==> src/rtl/core/ipfix_stl_pkg.sv <==
// Shared types, constants and helpers for the subTemplateList parser.
// Used by the front, command queue, back and top-level modules; no dependencies.
`timescale 1ns / 1ps

package ipfix_stl_pkg;

  localparam logic [7:0]  LONG_LEN_MARK = 8'd255;
  localparam logic [4:0]  REC_V4        = 5'd9;
  localparam logic [4:0]  REC_V6        = 5'd21;
  localparam logic [15:0] HDR_BYTES     = 16'd3;
  localparam logic [15:0] TPL_FIRST     = 16'd901;
  localparam logic [15:0] TPL_LAST      = 16'd904;

  localparam logic [1:0] KIND_RULE  = 2'd0;
  localparam logic [1:0] KIND_EMPTY = 2'd1;
  localparam logic [1:0] KIND_ERROR = 2'd2;

  localparam logic [2:0] ERR_NONE      = 3'd0;
  localparam logic [2:0] ERR_BAD_LEN   = 3'd1;
  localparam logic [2:0] ERR_HDR_TRUNC = 3'd2;
  localparam logic [2:0] ERR_BAD_ID    = 3'd3;
  localparam logic [2:0] ERR_TOO_SMALL = 3'd4;

  localparam logic [1:0] FIELD_IFACE  = 2'd0;
  localparam logic [1:0] FIELD_PREFIX = 2'd1;
  localparam logic [1:0] FIELD_PLEN   = 2'd2;

  localparam int CMDQ_DEPTH = 4;
  localparam int CMDQ_AW    = $clog2(CMDQ_DEPTH);

  typedef struct packed {
    logic [7:0]  data_byte;
    logic        list_start;
    logic [15:0] buffer_length;
    logic [7:0]  check_mode;
  } in_item_t;

  typedef struct packed {
    logic [1:0]  result_kind;
    logic [2:0]  error_code;
    logic [31:0] iface_id;
    logic [63:0] prefix_high;
    logic [63:0] prefix_low;
    logic [7:0]  prefix_length;
    logic [1:0]  template_index;
    logic [7:0]  rule_mode;
    logic        last_rule;
  } out_item_t;

  // One unit of work handed from the front to the back.
  typedef struct packed {
    logic        is_status;
    logic [1:0]  kind;
    logic [2:0]  err;
    logic [1:0]  field;
    logic        first;
    logic        emit;
    logic        last;
    logic [1:0]  tidx;
    logic [7:0]  mode;
    logic [7:0]  data;
  } cmd_t;

  function automatic logic [4:0] rec_size(input logic [1:0] sel);
    rec_size = sel[0] ? REC_V6 : REC_V4;
  endfunction

  function automatic logic [1:0] field_of(input logic [1:0] sel, input logic [4:0] idx);
    logic [1:0] f;
    f = FIELD_IFACE;
    case (sel)
      2'd0: f = (idx < 5'd4) ? FIELD_IFACE : ((idx < 5'd8) ? FIELD_PREFIX : FIELD_PLEN);
      2'd1: f = (idx < 5'd4) ? FIELD_IFACE : ((idx < 5'd20) ? FIELD_PREFIX : FIELD_PLEN);
      2'd2: f = (idx < 5'd4) ? FIELD_PREFIX : ((idx == 5'd4) ? FIELD_PLEN : FIELD_IFACE);
      default: f = (idx < 5'd16) ? FIELD_PREFIX : ((idx == 5'd16) ? FIELD_PLEN : FIELD_IFACE);
    endcase
    return f;
  endfunction

endpackage

==> src/rtl/core/ipfix_stl_front.sv <==
// Front end: tracks the list header phases per byte and issues commands.
// Depends on ipfix_stl_pkg.
`timescale 1ns / 1ps

module ipfix_stl_front (
  input  logic                   clk,
  input  logic                   rst,
  input  logic                   accept,
  input  ipfix_stl_pkg::in_item_t item,
  output logic                   cmd_push,
  output ipfix_stl_pkg::cmd_t    cmd
);

  localparam logic [2:0] PH_IDLE     = 3'd0;
  localparam logic [2:0] PH_LEN_HI   = 3'd1;
  localparam logic [2:0] PH_LEN_LO   = 3'd2;
  localparam logic [2:0] PH_SEMANTIC = 3'd3;
  localparam logic [2:0] PH_ID_HI    = 3'd4;
  localparam logic [2:0] PH_ID_LO    = 3'd5;
  localparam logic [2:0] PH_RECORD   = 3'd6;

  logic [2:0]  phase, phase_next;
  logic [15:0] buffer_left, buffer_left_next;
  logic [15:0] list_left, list_left_next;
  logic [7:0]  hi_byte, hi_byte_next;
  logic [1:0]  layout, layout_next;
  logic [4:0]  rec_idx, rec_idx_next;
  logic [7:0]  mode, mode_next;

  logic [15:0] taken;
  logic [15:0] start_taken;
  logic [15:0] total;
  logic [15:0] id;
  logic [1:0]  id_off;
  logic [15:0] list_after_hdr;
  logic [15:0] list_dec;
  logic [4:0]  size;
  logic [4:0]  idx_inc;

  always_comb begin
    taken          = (buffer_left != 16'd0) ? buffer_left - 16'd1 : buffer_left;
    start_taken    = (item.buffer_length != 16'd0) ? item.buffer_length - 16'd1 : 16'd0;
    total          = {hi_byte, item.data_byte};
    id             = {hi_byte, item.data_byte};
    // Only the low two bits of the offset from the first ID select the layout.
    id_off         = id[1:0] - ipfix_stl_pkg::TPL_FIRST[1:0];
    list_after_hdr = list_left - ipfix_stl_pkg::HDR_BYTES;
    list_dec       = (list_left != 16'd0) ? list_left - 16'd1 : list_left;
    size           = ipfix_stl_pkg::rec_size(layout);
    idx_inc        = rec_idx + 5'd1;

    phase_next       = phase;
    buffer_left_next = buffer_left;
    list_left_next   = list_left;
    hi_byte_next     = hi_byte;
    layout_next      = layout;
    rec_idx_next     = rec_idx;
    mode_next        = mode;

    cmd_push      = 1'b0;
    cmd           = '0;
    cmd.data      = item.data_byte;
    cmd.mode      = mode;
    cmd.tidx      = layout;

    if (accept) begin
      if (item.list_start) begin
        mode_next        = item.check_mode;
        buffer_left_next = start_taken;
        rec_idx_next     = 5'd0;
        if (item.buffer_length == 16'd0) begin
          cmd_push   = 1'b1;
          cmd.is_status = 1'b1;
          cmd.kind   = ipfix_stl_pkg::KIND_ERROR;
          cmd.err    = ipfix_stl_pkg::ERR_BAD_LEN;
          phase_next = PH_IDLE;
        end else if (item.data_byte == ipfix_stl_pkg::LONG_LEN_MARK) begin
          if (start_taken < 16'd2) begin
            cmd_push   = 1'b1;
            cmd.is_status = 1'b1;
            cmd.kind   = ipfix_stl_pkg::KIND_ERROR;
            cmd.err    = ipfix_stl_pkg::ERR_BAD_LEN;
            phase_next = PH_IDLE;
          end else begin
            phase_next = PH_LEN_HI;
          end
        end else if (item.data_byte == 8'd0 || {8'd0, item.data_byte} > start_taken) begin
          cmd_push   = 1'b1;
          cmd.is_status = 1'b1;
          cmd.kind   = ipfix_stl_pkg::KIND_ERROR;
          cmd.err    = ipfix_stl_pkg::ERR_BAD_LEN;
          phase_next = PH_IDLE;
        end else begin
          list_left_next = {8'd0, item.data_byte};
          phase_next     = PH_SEMANTIC;
        end
      end else begin
        case (phase)
          PH_LEN_HI: begin
            hi_byte_next     = item.data_byte;
            buffer_left_next = taken;
            phase_next       = PH_LEN_LO;
          end
          PH_LEN_LO: begin
            buffer_left_next = taken;
            if (total == 16'd0 || total > taken) begin
              cmd_push   = 1'b1;
              cmd.is_status = 1'b1;
              cmd.kind   = ipfix_stl_pkg::KIND_ERROR;
              cmd.err    = ipfix_stl_pkg::ERR_BAD_LEN;
              phase_next = PH_IDLE;
            end else begin
              list_left_next = total;
              phase_next     = PH_SEMANTIC;
            end
          end
          PH_SEMANTIC: begin
            buffer_left_next = taken;
            if (taken < 16'd2) begin
              cmd_push   = 1'b1;
              cmd.is_status = 1'b1;
              cmd.kind   = ipfix_stl_pkg::KIND_ERROR;
              cmd.err    = ipfix_stl_pkg::ERR_HDR_TRUNC;
              phase_next = PH_IDLE;
            end else begin
              phase_next = PH_ID_HI;
            end
          end
          PH_ID_HI: begin
            hi_byte_next     = item.data_byte;
            buffer_left_next = taken;
            phase_next       = PH_ID_LO;
          end
          PH_ID_LO: begin
            buffer_left_next = taken;
            if (!(id inside {[ipfix_stl_pkg::TPL_FIRST:ipfix_stl_pkg::TPL_LAST]})) begin
              cmd_push   = 1'b1;
              cmd.is_status = 1'b1;
              cmd.kind   = ipfix_stl_pkg::KIND_ERROR;
              cmd.err    = ipfix_stl_pkg::ERR_BAD_ID;
              phase_next = PH_IDLE;
            end else begin
              layout_next = id_off;
              if (list_left < ipfix_stl_pkg::HDR_BYTES) begin
                cmd_push   = 1'b1;
                cmd.is_status = 1'b1;
                cmd.kind   = ipfix_stl_pkg::KIND_ERROR;
                cmd.err    = ipfix_stl_pkg::ERR_TOO_SMALL;
                phase_next = PH_IDLE;
              end else begin
                list_left_next = list_after_hdr;
                if (list_after_hdr < {11'd0, ipfix_stl_pkg::rec_size(id_off)}) begin
                  cmd_push   = 1'b1;
                  cmd.is_status = 1'b1;
                  cmd.kind   = ipfix_stl_pkg::KIND_EMPTY;
                  cmd.err    = ipfix_stl_pkg::ERR_NONE;
                  phase_next = PH_IDLE;
                end else begin
                  rec_idx_next = 5'd0;
                  phase_next   = PH_RECORD;
                end
              end
            end
          end
          PH_RECORD: begin
            buffer_left_next = taken;
            list_left_next   = list_dec;
            cmd_push  = 1'b1;
            cmd.field = ipfix_stl_pkg::field_of(layout, rec_idx);
            cmd.first = (rec_idx == 5'd0);
            cmd.emit  = (idx_inc >= size);
            cmd.last  = (list_dec < {11'd0, size});
            if (idx_inc >= size) begin
              rec_idx_next = 5'd0;
              if (list_dec < {11'd0, size}) begin
                phase_next = PH_IDLE;
              end
            end else begin
              rec_idx_next = idx_inc;
            end
          end
          default: begin
            phase_next = PH_IDLE;
          end
        endcase
      end
    end
  end

  always_ff @(posedge clk) begin
    if (rst) begin
      phase       <= PH_IDLE;
      buffer_left <= 16'd0;
      list_left   <= 16'd0;
      hi_byte     <= 8'd0;
      layout      <= 2'd0;
      rec_idx     <= 5'd0;
      mode        <= 8'd0;
    end else begin
      phase       <= phase_next;
      buffer_left <= buffer_left_next;
      list_left   <= list_left_next;
      hi_byte     <= hi_byte_next;
      layout      <= layout_next;
      rec_idx     <= rec_idx_next;
      mode        <= mode_next;
    end
  end

endmodule

==> src/rtl/core/ipfix_stl_cmdq.sv <==
// Short command queue between the front and back ends.
// Depends on ipfix_stl_pkg.
`timescale 1ns / 1ps

module ipfix_stl_cmdq (
  input  logic                clk,
  input  logic                rst,
  input  logic                push,
  input  ipfix_stl_pkg::cmd_t push_cmd,
  output logic                full,
  input  logic                take,
  output logic                avail,
  output ipfix_stl_pkg::cmd_t head_cmd
);

  ipfix_stl_pkg::cmd_t slots [ipfix_stl_pkg::CMDQ_DEPTH];

  logic [ipfix_stl_pkg::CMDQ_AW-1:0] wr_ptr;
  logic [ipfix_stl_pkg::CMDQ_AW-1:0] rd_ptr;
  logic [ipfix_stl_pkg::CMDQ_AW:0]   count;
  logic                              do_push;
  logic                              do_take;

  assign full     = (count == (ipfix_stl_pkg::CMDQ_AW+1)'(ipfix_stl_pkg::CMDQ_DEPTH));
  assign avail    = (count != '0);
  assign head_cmd = slots[rd_ptr];
  assign do_push  = push && !full;
  assign do_take  = take && avail;

  always_ff @(posedge clk) begin
    if (do_push) begin
      slots[wr_ptr] <= push_cmd;
    end
  end

  always_ff @(posedge clk) begin
    if (rst) begin
      wr_ptr <= '0;
      rd_ptr <= '0;
      count  <= '0;
    end else begin
      if (do_push) begin
        wr_ptr <= wr_ptr + 1'b1;
      end
      if (do_take) begin
        rd_ptr <= rd_ptr + 1'b1;
      end
      case ({do_push, do_take})
        2'b10:   count <= count + 1'b1;
        2'b01:   count <= count - 1'b1;
        default: count <= count;
      endcase
    end
  end

endmodule

==> src/rtl/core/ipfix_stl_back.sv <==
// Back end: assembles record fields from commands and holds the result register.
// Depends on ipfix_stl_pkg.
`timescale 1ns / 1ps

module ipfix_stl_back (
  input  logic                     clk,
  input  logic                     rst,
  input  logic                     cmd_avail,
  input  ipfix_stl_pkg::cmd_t      cmd,
  output logic                     cmd_take,
  output logic                     empty,
  input  logic                     pop,
  output ipfix_stl_pkg::out_item_t result
);

  logic [31:0] acc_iface;
  logic [63:0] acc_hi;
  logic [63:0] acc_lo;
  logic [7:0]  acc_plen;

  logic [31:0] iface_next;
  logic [63:0] hi_next;
  logic [63:0] lo_next;
  logic [7:0]  plen_next;

  logic                     out_valid;
  ipfix_stl_pkg::out_item_t out_reg;
  ipfix_stl_pkg::out_item_t out_next;
  logic                     slot_free;
  logic                     produces;

  assign slot_free = !out_valid || pop;
  assign produces  = cmd.is_status || cmd.emit;
  assign cmd_take  = cmd_avail && (!produces || slot_free);
  assign empty     = !out_valid;
  assign result    = out_reg;

  always_comb begin
    // The first byte of a record starts from cleared accumulators.
    iface_next = cmd.first ? 32'd0 : acc_iface;
    hi_next    = cmd.first ? 64'd0 : acc_hi;
    lo_next    = cmd.first ? 64'd0 : acc_lo;
    plen_next  = cmd.first ? 8'd0  : acc_plen;
    case (cmd.field)
      ipfix_stl_pkg::FIELD_IFACE: begin
        iface_next = {iface_next[23:0], cmd.data};
      end
      ipfix_stl_pkg::FIELD_PREFIX: begin
        hi_next = {hi_next[55:0], lo_next[63:56]};
        lo_next = {lo_next[55:0], cmd.data};
      end
      default: begin
        plen_next = cmd.data;
      end
    endcase
  end

  // Status results carry only the kind and the error code.
  always_comb begin
    out_next = '0;
    if (cmd.is_status) begin
      out_next.result_kind = cmd.kind;
      out_next.error_code  = cmd.err;
    end else begin
      out_next.result_kind    = ipfix_stl_pkg::KIND_RULE;
      out_next.error_code     = ipfix_stl_pkg::ERR_NONE;
      out_next.iface_id       = iface_next;
      out_next.prefix_high    = hi_next;
      out_next.prefix_low     = lo_next;
      out_next.prefix_length  = plen_next;
      out_next.template_index = cmd.tidx;
      out_next.rule_mode      = cmd.mode;
      out_next.last_rule      = cmd.last;
    end
  end

  always_ff @(posedge clk) begin
    if (cmd_take && !cmd.is_status) begin
      acc_iface <= iface_next;
      acc_hi    <= hi_next;
      acc_lo    <= lo_next;
      acc_plen  <= plen_next;
    end
  end

  always_ff @(posedge clk) begin
    if (cmd_take && produces) begin
      out_reg <= out_next;
    end
  end

  always_ff @(posedge clk) begin
    if (rst) begin
      out_valid <= 1'b0;
    end else if (cmd_take && produces) begin
      out_valid <= 1'b1;
    end else if (pop) begin
      out_valid <= 1'b0;
    end
  end

endmodule

==> src/rtl/core/ipfix_subtemplate_list_parser.sv <==
// Top level of the IPFIX subTemplateList parser: front, command queue and back.
// Depends on ipfix_stl_pkg, ipfix_stl_front, ipfix_stl_cmdq and ipfix_stl_back.
`timescale 1ns / 1ps

// The parser takes a subTemplateList one byte per item on the input queue
// (push/full). An item with list_start set opens a new list; its buffer_length
// and check_mode are sampled with that byte. Results leave through the
// output queue (empty/pop): one rule per complete record, marked last_rule on
// the final one, one "empty" result for a list with no whole record, or one
// error result carrying the error code.
//
// Throughput is one byte per cycle while the command queue is not full. The
// front tracks the header phases and issues one command per record byte or
// status event into a four-entry command queue; the back assembles the record
// fields and loads the result register. The command that completes a result
// goes into the command queue and loads the result register from its head.
//
// When the receiver stalls, the result register holds its item, the back
// stops draining commands that produce results, and full rises once the
// command queue fills; bytes that give no result still pass while the queue
// has room. Reset empties the queue and the result register and returns the
// front to idle, where bytes are ignored until a list start arrives.

module ipfix_subtemplate_list_parser (
  input  logic                     clk,
  input  logic                     rst,
  input  logic                     push,
  output logic                     full,
  input  ipfix_stl_pkg::in_item_t  item,
  output logic                     empty,
  input  logic                     pop,
  output ipfix_stl_pkg::out_item_t result
);

  logic                accept;
  logic                cmd_push;
  ipfix_stl_pkg::cmd_t front_cmd;
  logic                cmd_take;
  logic                cmd_avail;
  ipfix_stl_pkg::cmd_t head_cmd;

  // An item is taken whenever the command queue has room, whether or not it
  // produces a command.
  assign accept = push && !full;

  ipfix_stl_front u_front (
    .clk      (clk),
    .rst      (rst),
    .accept   (accept),
    .item     (item),
    .cmd_push (cmd_push),
    .cmd      (front_cmd)
  );

  ipfix_stl_cmdq u_cmdq (
    .clk      (clk),
    .rst      (rst),
    .push     (cmd_push),
    .push_cmd (front_cmd),
    .full     (full),
    .take     (cmd_take),
    .avail    (cmd_avail),
    .head_cmd (head_cmd)
  );

  ipfix_stl_back u_back (
    .clk       (clk),
    .rst       (rst),
    .cmd_avail (cmd_avail),
    .cmd       (head_cmd),
    .cmd_take  (cmd_take),
    .empty     (empty),
    .pop       (pop),
    .result    (result)
  );

endmodule
==> config.mk <==
export PLATFORM = sky130hd
export DESIGN_NAME = ipfix_subtemplate_list_parser
export DESIGN_NICKNAME = d
export VERILOG_FILES = /design/src/rtl/core/ipfix_stl_pkg.sv /design/src/rtl/core/ipfix_stl_front.sv /design/src/rtl/core/ipfix_stl_cmdq.sv /design/src/rtl/core/ipfix_stl_back.sv /design/src/rtl/core/ipfix_subtemplate_list_parser.sv
export SDC_FILE = /design/constraint.sdc
export NUM_CORES = 1
export LEC_CHECK = 0
export BUFFER_PORTS_ARGS = -buffer_cell sky130_fd_sc_hd__buf_2
export CORE_MARGIN = 2
export CORE_UTILIZATION = 46
export CTS_CLUSTER_SIZE = 8
export DETAILED_ROUTE_END_ITERATION = 6
export GPL_ROUTABILITY_DRIVEN = 0
export PLACE_DENSITY_LB_ADDON = 0.08
export SYNTH_ARGS = -nofsm -noshare
export SYNTH_HDL_FRONTEND = slang
export SYNTH_SLANG_ARGS = --single-unit
==> constraint.sdc <==
create_clock -name clk -period 26.6 [get_ports clk]
set_input_delay 5.32 -clock clk [delete_from_list [all_inputs] [get_ports clk]]
set_output_delay 5.32 -clock clk [all_outputs]
set_load 0.005 [all_outputs]
; ---- Word-level counts from Yosys, hierarchy flattened
; Memory sizes are Yosys's and may differ from the RTL's. A register that Yosys moved wholly into a read port is not among the register bits.
; Index checks and enable logic that the tools add are counted.
[totals]
mem_bits_rw = 116
mem_count = 1
regBits = 418
elab_cells = 199
out_inout_bits = 186
inputBits = 37
[classes]
muxes = 84
reduce_logical = 41
add_sub_neg = 10
order_cmp = 14
eq_ne = 24
bitwise_logic = 1
[memory_table]
columns = name, depth, word_bits, rd, rd_ports_with_merged_regs, write_ports, line
row1 = u_cmdq.slots, 4, 29, 1, 1, 1, ipfix_stl_cmdq.sv:16  ; ipfix_stl_pkg::cmd_t slots [ipfix_stl_pkg::CMDQ_DEPTH];
[ops]
columns = op, n
row1 = $mux W64, 4
row2 = $mux W16, 12
row3 = $mux W32, 2
row4 = $mux W6, 10
row5 = $lt A16 B2 Y1 const B, 3
row6 = $pmux W16 S3, 1
row7 = $reduce_bool A16 Y1, 3
row8 = $sub A16 B1 Y16 const B, 3
row9 = $mux W5, 9
row10 = $logic_not A16 Y1, 2
row11 = $lt A16 B5 Y1, 2
row12 = $mux W3, 9
row13 = $mux W2, 12
row14 = $pmux W3 S6, 1
row15 = $pmux W6 S3, 1
row16 = $ge A16 B10 Y1 const B, 1
row17 = $gt A16 B16 Y1, 1
row18 = $gt A8 B16 Y1, 1
row19 = $le A16 B10 Y1 const B, 1
row20 = $mux W1, 16
row21 = $mux W8, 2
row22 = $sub A16 B2 Y16 const B, 1
row23 = $eq A3 B3 Y1 const B, 4
row24 = $mux W11, 1
row25 = other kinds (40), 72

; ---- Longest topological paths before layout
[logic_depth]
word_depth = 12
mapped_depth = 25
ltp_nobuf = 23

; ---- By module
; A second synthesis with hierarchy kept.
[unflattened]
cells_unflattened = 1997
hier_area_um2 = 24711.2
[by_module_without_submodules]
columns = mod, cells_per_inst, instances, area_each_um2, seq_area_each_um2
row1 = ipfix_stl_back, 955, 1, 14046.0, 10590.2
row2 = ipfix_stl_front, 838, 1, 5983.2, 1161.1
row3 = ipfix_stl_cmdq, 203, 1, 4668.2, 3663.5
row4 = ipfix_subtemplate_list_parser, 1, 1, 13.8, 0.0

; ---- Worst setup path before layout
; Ideal clock, no wire load.
[synth_path]
path_kind = input-to-reg
start = in pop
end = reg u_back.acc_hi[0], enable pin
setup_slack_ps = 13384
n_path_buf = 0
path_stages = 3
setup_ps = 699
required_time_ps = 25901
arrival_time_ps = 12518
cell_sequence = nand2b_1 -> o32ai_1 -> nor2_1
[synth_between]
elab_chain_cells = 4
[synth_lines]
columns = element, line
row1 = "start, declared", ipfix_subtemplate_list_parser.sv:31  ; input logic pop,
row2 = $logic_or A1 B1 Y1, ipfix_stl_back.sv:32  ; assign slot_free = !out_valid || pop;
row3 = $logic_or A1 B1 Y1, ipfix_stl_back.sv:34  ; assign cmd_take = cmd_avail && (!produces || slot_free);
row4 = $logic_and A1 B1 Y1, ipfix_stl_back.sv:34
row5 = $logic_and A1 B1 Y1, ipfix_stl_back.sv:78  ; if (cmd_take && !cmd.is_status) begin
row6 = "end signal, assigned", ipfix_stl_back.sv:80  ; acc_hi <= hi_next;
row7 = "end, declared", ipfix_stl_back.sv:17  ; logic [63:0] acc_hi;
; No other way between the ends.
; A chain may end at the register's enable or synchronous reset.

; ---- Worst setup path in the final report
[layout_path]
start = in item[8] in the netlist's numbering
end = mem u_cmdq.slots[1][10] in the netlist's numbering, enable pin
[layout_between]
elab_chain_cells = 12
elab_cells_between_ends = 16
cone_classes = 1 x add/sub / 2 x order compare / 9 x mux / 4 x reduce/logical
[layout_lines]
columns = element, line
row1 = "start, declared", ipfix_subtemplate_list_parser.sv:29  ; input ipfix_stl_pkg::in_item_t item,
row2 = $sub A16 B1 Y16 or $reduce_bool A16 Y1 (tied branches), ipfix_stl_front.sv:42  ; start_taken = (item.buffer_length != 16'd0) ? item.buffer_length - 16'd1 : 16'd0;
row3 = $mux W16, ipfix_stl_front.sv:42
row4 = $gt A8 B16 Y1, ipfix_stl_front.sv:87  ; end else if (item.data_byte == 8'd0 || {8'd0, item.data_byte} > start_taken) begin
row5 = $logic_or A1 B1 Y1, ipfix_stl_front.sv:87
row6 = $mux W1, ipfix_stl_front.sv:87
row7 = $mux W1, ipfix_stl_front.sv:77  ; end else if (item.data_byte == ipfix_stl_pkg::LONG_LEN_MARK) begin
row8 = $mux W1 (*), ipfix_stl_front.sv:71  ; if (item.buffer_length == 16'd0) begin
row9 = $mux W1 (*), ipfix_stl_front.sv:67  ; if (item.list_start) begin
row10 = $mux W1 (*), ipfix_stl_front.sv:66  ; if (accept) begin
row11 = $logic_and A1 B1 Y1 (*), ipfix_stl_cmdq.sv:27  ; assign do_push = push && !full;
row12 = $mux W1 (*), ipfix_stl_cmdq.sv:31  ; if (do_push) begin
row13 = $mux W1 (implied by the code) (*), ipfix_stl_cmdq.sv:32  ; slots[wr_ptr] <= push_cmd;
row14 = "end, declared", ipfix_stl_cmdq.sv:16
; Every way passes the cells marked *; elsewhere a longest branch is shown, timed or not.

==> out/results.txt <==
IO buf count = 222
Power share of the sequential group = 44.1%
Synth Flop Type = edfxtp_1
Max Cap Viol = 0
Switch share = 32.7%
Vias in the first global route = 16.6k
Final setup viols = 0
DIE AREA = 0.0553 mm2
Maximum VDD drop = 80.1 uV
CTS Hold Buffers Added = 0
Synthesis-to-layout area growth = 15.5%
Critical path's top delay family = simple AND/OR/NAND/NOR gates
Global-route wire length before repair = 93800 um
Inserted Clock Buffers = 77
CP Capture Type = flip-flop
Core box area = 0.0527 mm2
Final Hold Fails = 0
CTS tree = done
Power share of the clock group = 27.0%
Crit path DAT = 9850 ps
Initial DRC count = 1353
Via count = 16.8k
Initial DRT Pass Iterations = 5
Clock transition at the registers of the reported paths = 50 ps
Post-CTS setup buffers = 0
Initial antenna violation count = 0
Final nets = 2370
Period Utilization, post-route = 36.2%
GRT Total Usage = 21.4%
Sequential area share after synthesis = 62.7%
Unique masters post-synth = 72
RSZ-0062 raised after global routing = false
Min Tclk post-route = 9640 ps
Drt via density = 5.61
Sink Count = 536
ANT cells = 0
Congestion Overflow GR = 0
Routed WL = 60500 um
Post-Syn Instances = 2101
Cell Pwr Density = 117 mW/mm2
Post-Syn Area = 0.0246 mm2
Hold Crit Class = reg2reg
Fillers = 4549
Ys async rst share = 0%
#FFs+latches synth = 536
DRC = 0
Setup skew after layout = 17.3 ps
Fmax = 104 MHz
Clk buf depth = 3
Die Y-Extent = 235 um
Worst-path fanout max = 29
Fin Setup TNS = 0 ps
CP Class = in2reg
Wire per inst = 20.2 um
Post-layout util = 53.9%
Synth Area per Inst = 11.7 um2
LEAKAGE = 10.3 nW
Post-synth EDFFs = 468
Slowest cell on crit path = or4b_2
H-tree lvl count = 3
I/O Pins = 223
HPWL after DPL = 38200 um
Worst Path Buf+Inv = 2
Synth warn = 0
CTS root buffer = clkbuf_16
Part of the power in combinational logic = 28.9%
Initial Util = 46.7%
Row cnt = 84
Internal power = 2.23 mW
Clk Latency, worst-skew pair = 600 ps
CP cell instances = buf_2 > inv_1 > ha_1 > or4b_2 > or3b_2 > o21ai_0 > ha_1 > nand3_1 > nor2_1 > a32o_1 > a21oi_1 > o22a_1 > a21oi_1 > nand2b_1 > a221oi_4 > and2_2
Largest net degree at the start of global routing = 169
Worst Tran Pin Value = 1020 ps
Status = finished, final reports clean
Relative slew margins = 31.7%
Die width = 235 um
Syn nets = 2187
Worst stage delay on the critical path = 760 ps
Resized cells post-CTS = 0
Critical Path Start Type = input pin
CP Data Required Time = 26810 ps
Max-slew violations = 0
Sw power = 1.08 mW
Share of layout cells above drive strength 1 = 16.8%
Routed Antenna Nets = 0
==> power groups by stage <==
| stage | Combinational [mW] | Sequential (mW) | Clock, mW |
|---|---|---|---|
| 3_5_place_dp | 0.967 | 1.47 | 0 |
| 3_3_place_gp | 0.957 | 1.47 | 0 |
| 4_1_cts | 0.971 | 1.46 | 0.917 |
| 5_1_grt | 1.06 | 1.49 | 0.950 |
| 6_report | 0.957 | 1.46 | 0.894 |
| 2_1_floorplan | 0.593 | 1.48 | 0 |
==> per-layer routing <==
metal | global-route usage (%) | up-vias | part of all wire [%]
met2 | 34.8 | 466 | 48
met1 | 29.1 | 8302 | 44
met3 | 3.49 | 95 | 5.2
met5 | 0 | - | 0
met4 | 7.73 | 0 | 2.5
li1 | - | 7968 | -
==> worst paths after layout <==
path	start	depth (start not counted)	end	slack, ps
setup / recovery	item[8]	16	u_cmdq.slots[1][10]$_DFFE_PP_	16960
hold / removal	u_back.out_valid$_SDFFE_PP0P_	2	u_back.out_valid$_SDFFE_PP0P_	510
setup reg to reg	u_front.buffer_left[0]$_SDFFE_PP0P_	17	u_cmdq.slots[1][10]$_DFFE_PP_	20440
hold reg to reg	u_back.out_valid$_SDFFE_PP0P_	2	u_back.out_valid$_SDFFE_PP0P_	510
==> layout make-up <==
cell class	count	area [um2]	area share, %
flip-flops and latches	536	15400	54.3
multi-input cells	1393	8520	30.0
inverters	33	131	0.463
repair buffers	243	1280	4.51
clock inverters	3	45.0	0.159
well taps	688	861	3.03
clock buffers	105	2130	7.49
==> worst min-delay path, cell delays in order, from the launching register on <==
cell and delay, ps:
dfxtp_1 310, nand2b_1 90, a21oi_1 60
==> synth_stat cells (4+ instances only) <==
cell type / count / area (um2)
edfxtp_1: 468 / 14100
nand2_1: 336 / 1260
a21oi_1: 193 / 966
nor2b_1: 165 / 1030
nor2_1: 129 / 484
clkbuf_1: 114 / 428
dfxtp_1: 68 / 1360
o21ai_0: 60 / 300
nor3_1: 55 / 275
ha_1: 48 / 601
mux2i_1: 35 / 350
nand3_1: 33 / 165
inv_1: 32 / 120
nand2b_1: 32 / 200
mux4_2: 29 / 653
xnor2_1: 28 / 245
nor4_1: 24 / 150
buf_1: 22 / 82.6
xor2_1: 19 / 166
and2_1: 18 / 113
a211oi_1: 17 / 128
or3_1: 17 / 106
nand4_1: 13 / 81.3
a22oi_1: 10 / 75.1
o32ai_1: 9 / 78.8
a21o_1: 8 / 60.1
a22o_1: 8 / 70.1
a31oi_1: 8 / 50.1
and3_1: 8 / 50.1
or4_1: 7 / 52.6
a221o_1: 6 / 60.1
mux2_2: 5 / 56.3
o22ai_1: 5 / 31.3
or2_2: 5 / 31.3
o211ai_1: 4 / 30.0
or4b_2: 4 / 40.0
==> state kept, by name, indices dropped and copies added, names as in the netlist, named ones only <==
signal               flops
u_cmdq.rd_ptr            2
u_back.acc_iface        32
u_back.result          184
u_front.layout           2
u_front.buffer_left     16
u_front.rec_idx          5
u_front.phase            3
u_back.acc_plen          8
u_cmdq.wr_ptr            2
u_back.acc_hi           64
u_cmdq.slots           116
u_cmdq.count             3
u_back.out_valid         1
u_front.hi_byte          8
u_front.list_left       16
u_back.acc_lo           64
u_front.mode             8
==> through the flow <==
| step | worst slack (ps) | total power [mW] | hold WS (ps) | instances | instance area, um2 |
|---|---|---|---|---|---|
| after detailed placement | 16370 | 2.44 | 506 | 2893 | 26200 |
| after floorplan | 13380 | 2.07 | 460 | 2101 | 24600 |
| after global routing | 16620 | 3.50 | 528 | 3001 | 28400 |
| after CTS | 16990 | 3.35 | 513 | 3001 | 28400 |
| after global placement | 16500 | 2.43 | 483 | 2893 | 26200 |
| final | 16960 | 3.31 | 507 | 3001 | 28400 |
==> cells in the final DEF, fill, tap and decap left out, types with 28 or more instances in the layout <==
master	n
buf_2	222
dfxtp_1	67
inv_1	31
nand3_1	33
clkbuf_16	81
nand2_1	336
a21oi_1	193
mux2i_1	35
o21ai_0	60
nor3_1	55
xnor2_1	28
nor2_1	127
edfxtp_1	468
nor2b_1	164
ha_1	48
nand2b_1	31
==> logic make-up after synthesis <==
| logic type | after synthesis | share of synthesized area (%) |
|---|---|---|
| simple gates | 859 | 16.9 |
| flops | 536 | 62.7 |
| compound gates | 368 | 9.06 |
| buf+inv | 172 | 2.72 |
| mux | 70 | 4.37 |
| fa+ha+maj | 49 | 2.53 |
| xor+xnor | 47 | 1.68 |
Power figures use the tool's default switching activity.
